`src/rtl/scc_pkg.sv`:
```
// ----------------------------------------------------------------------------
// scc_pkg
// shared constants, types and the byte-wide crc-32c fold
// ----------------------------------------------------------------------------
package scc_pkg;

    localparam int unsigned SECTOR_BYTES_DEFAULT = 512;

    localparam int unsigned CFG_W = 10;
    localparam int unsigned CFG_IDX_W = 1;

    localparam logic [CFG_IDX_W-1:0] REG_CHECKED_BYTES = 1'b0;
    localparam logic [CFG_IDX_W-1:0] REG_CHECKSUM_EN   = 1'b1;

    localparam logic [CFG_W-1:0] CHECKED_BYTES_RESET = 10'd16;

    localparam logic [31:0] CRC_POLY = 32'h82F6_3B78;
    localparam logic [31:0] CRC_INIT = 32'hFFFF_FFFF;

    typedef struct packed {
        logic go;
        logic fold;
        logic last;
    } scc_ctrl_t;

    function automatic logic [31:0] crc_fold_byte(input logic [31:0] crc, input logic [7:0] b);
        logic [31:0] c;
        c = crc ^ {24'd0, b};
        for (int i = 0; i < 8; i++)
        begin
            c = c[0] ? ((c >> 1) ^ CRC_POLY) : (c >> 1);
        end
        return c;
    endfunction

endpackage

```
`src/rtl/scc_sampler.sv`:
```
// ----------------------------------------------------------------------------
// scc_sampler
// sector offset tracking and fold decision
// ----------------------------------------------------------------------------
module scc_sampler
    import scc_pkg::*;
#(
    parameter int unsigned SECTOR_BYTES = SECTOR_BYTES_DEFAULT
)
(
    input  logic             clk,
    input  logic             rst_n,
    input  logic             go,
    input  logic             byte_valid,
    input  logic             block_end,
    input  logic [CFG_W-1:0] checked_bytes,
    output scc_ctrl_t        ctrl
);

    localparam int unsigned OFF_W = $clog2(SECTOR_BYTES);
    localparam int unsigned CMP_W = (OFF_W > CFG_W) ? OFF_W : CFG_W;
    localparam logic [OFF_W-1:0] LAST_OFF = OFF_W'(SECTOR_BYTES - 1);

    logic [OFF_W-1:0] offset_reg;
    logic [OFF_W-1:0] offset_next;
    logic [CMP_W-1:0] off_ext;
    logic [CMP_W-1:0] chk_ext;

    assign off_ext = CMP_W'(offset_reg);
    assign chk_ext = CMP_W'(checked_bytes);

    assign ctrl.go   = go;
    assign ctrl.fold = byte_valid && (off_ext < chk_ext);
    assign ctrl.last = block_end;

    always_comb
    begin
        offset_next = offset_reg;
        if (block_end)
        begin
            offset_next = '0;
        end
        else if (byte_valid)
        begin
            offset_next = (offset_reg == LAST_OFF) ? '0 : offset_reg + 1'b1;
        end
    end

    always_ff @(posedge clk or negedge rst_n)
    begin
        if (!rst_n)
        begin
            offset_reg <= '0;
        end
        else if (go)
        begin
            offset_reg <= offset_next;
        end
    end

endmodule

```
`src/rtl/scc_crc_unit.sv`:
```
// ----------------------------------------------------------------------------
// scc_crc_unit
// running crc-32c register, byte fold and expected-value compare
// ----------------------------------------------------------------------------
module scc_crc_unit
    import scc_pkg::*;
(
    input  logic        clk,
    input  logic        rst_n,
    input  scc_ctrl_t   ctrl,
    input  logic [7:0]  data_byte,
    input  logic [31:0] expected_crc,
    output logic [31:0] result_crc,
    output logic        result_match
);

    logic [31:0] crc_reg;
    logic [31:0] crc_next;

    assign result_crc   = ctrl.fold ? crc_fold_byte(crc_reg, data_byte) : crc_reg;
    assign result_match = (result_crc == expected_crc);
    assign crc_next     = ctrl.last ? CRC_INIT : result_crc;

    always_ff @(posedge clk or negedge rst_n)
    begin
        if (!rst_n)
        begin
            crc_reg <= CRC_INIT;
        end
        else if (ctrl.go)
        begin
            crc_reg <= crc_next;
        end
    end

endmodule

```
`src/rtl/sector_sampled_crc32c_check.sv`:
```
// a request is held in the input register; a block-end result is then held in the result register
// throughput: one request per cycle while in_stall is low; the byte fold and compare sit between
//   the input register and the result register
// a waiting result stalls input only when the held request also ends a block with checksum enabled
// reset: crc all ones, sector offset zero, 16 checked bytes, checksum enabled
// ----------------------------------------------------------------------------
// sector_sampled_crc32c_check
// sector-sampled crc-32c block check with expected-value compare
// ----------------------------------------------------------------------------
module sector_sampled_crc32c_check
    import scc_pkg::*;
#(
    parameter int unsigned SECTOR_BYTES = SECTOR_BYTES_DEFAULT
)
(
    input  logic                 clk,
    input  logic                 rst_n,
    input  logic                 cfg_we,
    input  logic [CFG_IDX_W-1:0] cfg_index,
    input  logic [CFG_W-1:0]     cfg_data,
    input  logic                 in_valid,
    output logic                 in_stall,
    input  logic [7:0]           data_byte,
    input  logic                 byte_valid,
    input  logic                 block_end,
    input  logic [31:0]          expected_crc,
    output logic                 out_valid,
    input  logic                 out_stall,
    output logic [31:0]          crc_value,
    output logic                 crc_match
);

    logic [CFG_W-1:0] checked_reg;
    logic             enable_reg;

    logic        s1_valid_reg;
    logic [7:0]  s1_byte_reg;
    logic        s1_byte_valid_reg;
    logic        s1_block_end_reg;
    logic [31:0] s1_expected_reg;

    logic        out_valid_reg;
    logic [31:0] out_crc_reg;
    logic        out_match_reg;

    logic        out_free;
    logic        s1_emits;
    logic        s1_go;
    logic        in_take;
    scc_ctrl_t   ctrl;
    logic [31:0] result_crc;
    logic        result_match;

    assign out_free = !out_valid_reg || !out_stall;
    assign s1_emits = s1_block_end_reg && enable_reg;
    assign s1_go    = s1_valid_reg && (!s1_emits || out_free);
    assign in_stall = s1_valid_reg && !s1_go;
    assign in_take  = in_valid && !in_stall;

    // configuration registers
    always_ff @(posedge clk or negedge rst_n)
    begin
        if (!rst_n)
        begin
            checked_reg <= CHECKED_BYTES_RESET;
            enable_reg  <= 1'b1;
        end
        else if (cfg_we)
        begin
            unique case (cfg_index)
                REG_CHECKED_BYTES: checked_reg <= cfg_data;
                REG_CHECKSUM_EN:   enable_reg  <= cfg_data[0];
                default:           ;
            endcase
        end
    end

    // input register
    always_ff @(posedge clk or negedge rst_n)
    begin
        if (!rst_n)
        begin
            s1_valid_reg <= 1'b0;
        end
        else if (in_take)
        begin
            s1_valid_reg <= 1'b1;
        end
        else if (s1_go)
        begin
            s1_valid_reg <= 1'b0;
        end
    end

    always_ff @(posedge clk)
    begin
        if (in_take)
        begin
            s1_byte_reg       <= data_byte;
            s1_byte_valid_reg <= byte_valid;
            s1_block_end_reg  <= block_end;
            s1_expected_reg   <= expected_crc;
        end
    end

    scc_sampler #(
        .SECTOR_BYTES (SECTOR_BYTES)
    ) u_sampler (
        .clk           (clk),
        .rst_n         (rst_n),
        .go            (s1_go),
        .byte_valid    (s1_byte_valid_reg),
        .block_end     (s1_block_end_reg),
        .checked_bytes (checked_reg),
        .ctrl          (ctrl)
    );

    scc_crc_unit u_crc (
        .clk          (clk),
        .rst_n        (rst_n),
        .ctrl         (ctrl),
        .data_byte    (s1_byte_reg),
        .expected_crc (s1_expected_reg),
        .result_crc   (result_crc),
        .result_match (result_match)
    );

    // result register
    always_ff @(posedge clk or negedge rst_n)
    begin
        if (!rst_n)
        begin
            out_valid_reg <= 1'b0;
        end
        else if (s1_go && s1_emits)
        begin
            out_valid_reg <= 1'b1;
        end
        else if (!out_stall)
        begin
            out_valid_reg <= 1'b0;
        end
    end

    always_ff @(posedge clk)
    begin
        if (s1_go && s1_emits)
        begin
            out_crc_reg   <= result_crc;
            out_match_reg <= result_match;
        end
    end

    assign out_valid = out_valid_reg;
    assign crc_value = out_crc_reg;
    assign crc_match = out_match_reg;

`ifndef SYNTHESIS
    a_no_overwrite: assert property (@(posedge clk) disable iff (!rst_n)
        (out_valid_reg && out_stall) |-> !(s1_go && s1_emits))
        else $error("waiting result overwritten");

    a_emit_shows: assert property (@(posedge clk) disable iff (!rst_n)
        (s1_go && s1_emits) |=> out_valid_reg)
        else $error("block end result not presented");

    a_no_result_no_stall: assert property (@(posedge clk) disable iff (!rst_n)
        (s1_valid_reg && !s1_emits) |-> !in_stall)
        else $error("request without result stalled input");
`endif

endmodule
```
`config.mk`:
```
export PLATFORM = sky130hd
export DESIGN_NAME = sector_sampled_crc32c_check
export DESIGN_NICKNAME = d
export VERILOG_FILES = /design/src/rtl/scc_pkg.sv /design/src/rtl/scc_sampler.sv /design/src/rtl/scc_crc_unit.sv /design/src/rtl/sector_sampled_crc32c_check.sv
export SDC_FILE = /design/constraint.sdc
export NUM_CORES = 1
export LEC_CHECK = 0
export BUFFER_PORTS_ARGS = -buffer_cell sky130_fd_sc_hd__buf_2
export CAP_MARGIN = 20
export CORE_UTILIZATION = 40
export CTS_CLUSTER_DIAMETER = 60
export DETAILED_ROUTE_END_ITERATION = 8
export SLEW_MARGIN = 10
export SYNTH_ARGS = -nofsm -noshare
export SYNTH_HDL_FRONTEND = slang
export SYNTH_SLANG_ARGS = --single-unit
```
`constraint.sdc`:
```
create_clock -name clk -period 6.5 [get_ports clk]
set_input_delay 0.325 -clock clk [delete_from_list [all_inputs] [get_ports clk]]
set_output_delay 0.325 -clock clk [all_outputs]
set_load 0.05 [all_outputs]
```
==> results.yml <==
placed_design:
  dp_hpwl_um: 11660
  place_congestion: 0.9403
  dp_slack_ps: 3033
  placed_area_sq_um: 7432
  portBuffers: 92
critical_path:
  crit_path_cell_trace: "ha_1, a211oi_1, nand2_1, a31oi_1, o21a_1, buf_4, mux2i_1, xnor2_1, a2111oi_0, nand4_1, nor4_2"
  critPathMaxFanout: 25
  crit_slowest_cell: "dfrtp_1"
  r2r-start: "u_sampler.offset_reg[3]$_DFFE_PN0P_"
  startpoint_type: "flip-flop"
  crit_required_ps: 6740
  path_buf_inv: 1
  cp-end-kind: "flip-flop"
  slowest_delay_ps: 420
  critical_path_arrival_ps: 3750
  crit_path_start: "u_sampler.offset_reg[3]$_DFFE_PN0P_"
  critical_path.top_delay_family: "compound AO/OA/AOI/OAI gates"
  crit_type: "flip-flop to flip-flop"
pwr:
  p_per_area_nw_per_um2: 636.6
  cellLeakagePower_uw: 0.003245
  power.total_uw: 5121
  ir_drop_uv: 382.5
route:
  wl_per_cell_um: 17.99
  num_vias: 4363
  dr.pass1.iters: 4
  wl_um: 15940
  ant_nets: 0
  vias_per_cell: 4.924
  drc_errors: 0
  drtIter0Drc: 225
clock_network:
  path_clk_slew_ps: 60
  post_cts_resized: 0
  ctsHoldBuffers: 0
  cts.sinks: 129
  cts_tree: "built"
  cts-root-buf: "clkbuf_16"
  clk_path_buf_depth: 2
  cts_setup_buffers: 0
  clock_latency_ps: 410
  numCtsBuffers: 17
  htree_levels: 4
global_routing:
  grt.total_usage_pct: 19.76
  overflow: 0
  grt_max_degree: 55
  grt_pass1_vias: 4646
  antenna_found_initial: 0
  grt_pass1_wl_um: 25720
die:
  die-area_sq_um: 17300
  io_pins: 93
  rows: 46
  dieHeight_um: 131.5
  coreArea_sq_um: 16120
  die_w_um: 131.5
  start_util_pct: 41.64
timing:
  report.final.hold_viol_count: 0
  min_period_ps: 3512
  setup_viol: 0
  clock.fmax_mhz: 284.7
  fin_tns_setup_ps: 0
  period_share_pct: 54.04
  worst_pin_slew_ps: 1066
  clock_skew_ps: 11.09
  slew_viol_final: 0
  slew-limit-headroom_pct: 28.92
  fin_ws_ps: 2988
  rsz0062_at_grt: "false"
logic_synthesis:
  async_flop_share_pct: 41.86
  synth_area_leaders: "edfxtp_1 34%, dfstp_2 13%, xnor2_1 10%"
  syn_nets: 625
  synth_commonest_cells: "80 x xnor2_1, 75 x edfxtp_1, 45 x nand2_1"
  yosysTopAreaCell: "edfxtp_1"
  yosysWarnings: 0
  synth_edf_count: 75
  synth_ff_type: "edfxtp_1"
  synthCells: 557
  synth_cell_type_count: 54
  ys_ff_latch: 129
  mappedNetlistArea_sq_um: 6710
  postSynthAreaPerCell_sq_um: 12.05
  synth_top_area_share_pct: 33.56
  ys_seq_area_share_pct: 54.34
  synth.most_common_cell: "xnor2_1"
cells_and_area:
  fillCellCount: 1465
  multiInputGateArea_sq_um: 2868
  final_area_sq_um: 8045
  drive_above_1_share_pct: 28.21
  antenna_cells: 0
  utilization_pct: 49.92
  nets: 725
  area_growth_pct: 19.90
  regArea_sq_um: 3646
run:
  maxCapViolCount: 0
outcome:
  status: "complete, no violations"
hold_path:
  hold_path_class: "input pin to asynchronous set/reset pin"
-- through the flow --
step / cells / hold WS, ps
finish: 886 / 52.95
global route: 886 / 61.08
CTS: 886 / 60.73
detailed placement: 854 / 503.1
global placement: 854 / 499.2
floorplan: 557 / 29.41
-- routing by layer --
layer | part of all wire (%) | routed length, um | vias up | GRT usage, %
met5 | 0 | 0 | - | 0
met1 | 43 | 6883 | 2089 | 24.80
li1 | - | - | 2141 | -
met2 | 50 | 7990 | 113 | 33.10
met4 | 2.1 | 333 | 0 | 7.300
met3 | 4.6 | 734 | 20 | 4.514
-- report_power, final --
part           total [uW]  leakage [uW]  internal [uW]  switching [uW]
logic                2830       0.00163           1220            1600
clock network         988      0.000293            649             340
registers            1310       0.00133           1160             149
total                5120       0.00325           3030            2090
-- cell usage in the layout (no fill, tap or decap), drive strengths merged, types with 5 or more instances in the layout --
cell | synthesis | final
o21ai | 35 | 35
ha | 10 | 10
xor2 | 29 | 29
mux2i | 12 | 12
xnor2 | 93 | 93
nor2 | 34 | 34
a21oi | 22 | 22
dfstp | 34 | 34
buf | 3 | 98
clkbuf | 14 | 21
inv | 38 | 38
nand2 | 45 | 45
dfrtp | 20 | 20
nor3 | 6 | 6
o22ai | 5 | 5
nand4 | 7 | 7
edfxtp | 75 | 75
o22a | 15 | 15
-- path summary, 6_finish.rpt --
check                      cells past startpoint  slack (ps)                                  end
setup / recovery                              11        2990                  crc_match$_DFFE_PP_
hold / removal                                 2          50           checked_reg[0]$_DFFE_PN0P_
setup reg to reg                              11        2990                  crc_match$_DFFE_PP_
hold reg to reg                                2         520        u_crc.crc_reg[25]$_DFFE_PN1P_
max in group asynchronous                      2        5950  u_sampler.offset_reg[8]$_DFFE_PN0P_
min in group clk                               1          80         s1_expected_reg[1]$_DFFE_PP_
-- layout make-up --
type,count,share of cell area (%)
multi-input cells,373,35.65
flip-flops and latches,129,45.32
repair buffers,98,6.283
clock buffers,21,5.599
clock inverters,11,2.022
well taps,216,3.359
inverters,38,1.773
-- logic make-up (layout without fill, tap and decap cells) --
| logic type | Yosys count | after routing | share of synthesized area, % |
|---|---|---|---|
| flip-flops | 129 | 129 | 54.34 |
| XOR/XNOR | 126 | 126 | 20.44 |
| AND/OR/NAND/NOR | 118 | 118 | 8.037 |
| AO/OA/AOI/OAI | 104 | 104 | 9.864 |
| buffers and inverters | 55 | 168 | 3.114 |
| multiplexers | 15 | 15 | 2.349 |
| adder cells (fa/ha/maj) | 10 | 10 | 1.865 |
Power figures use the tool's default switching activity.
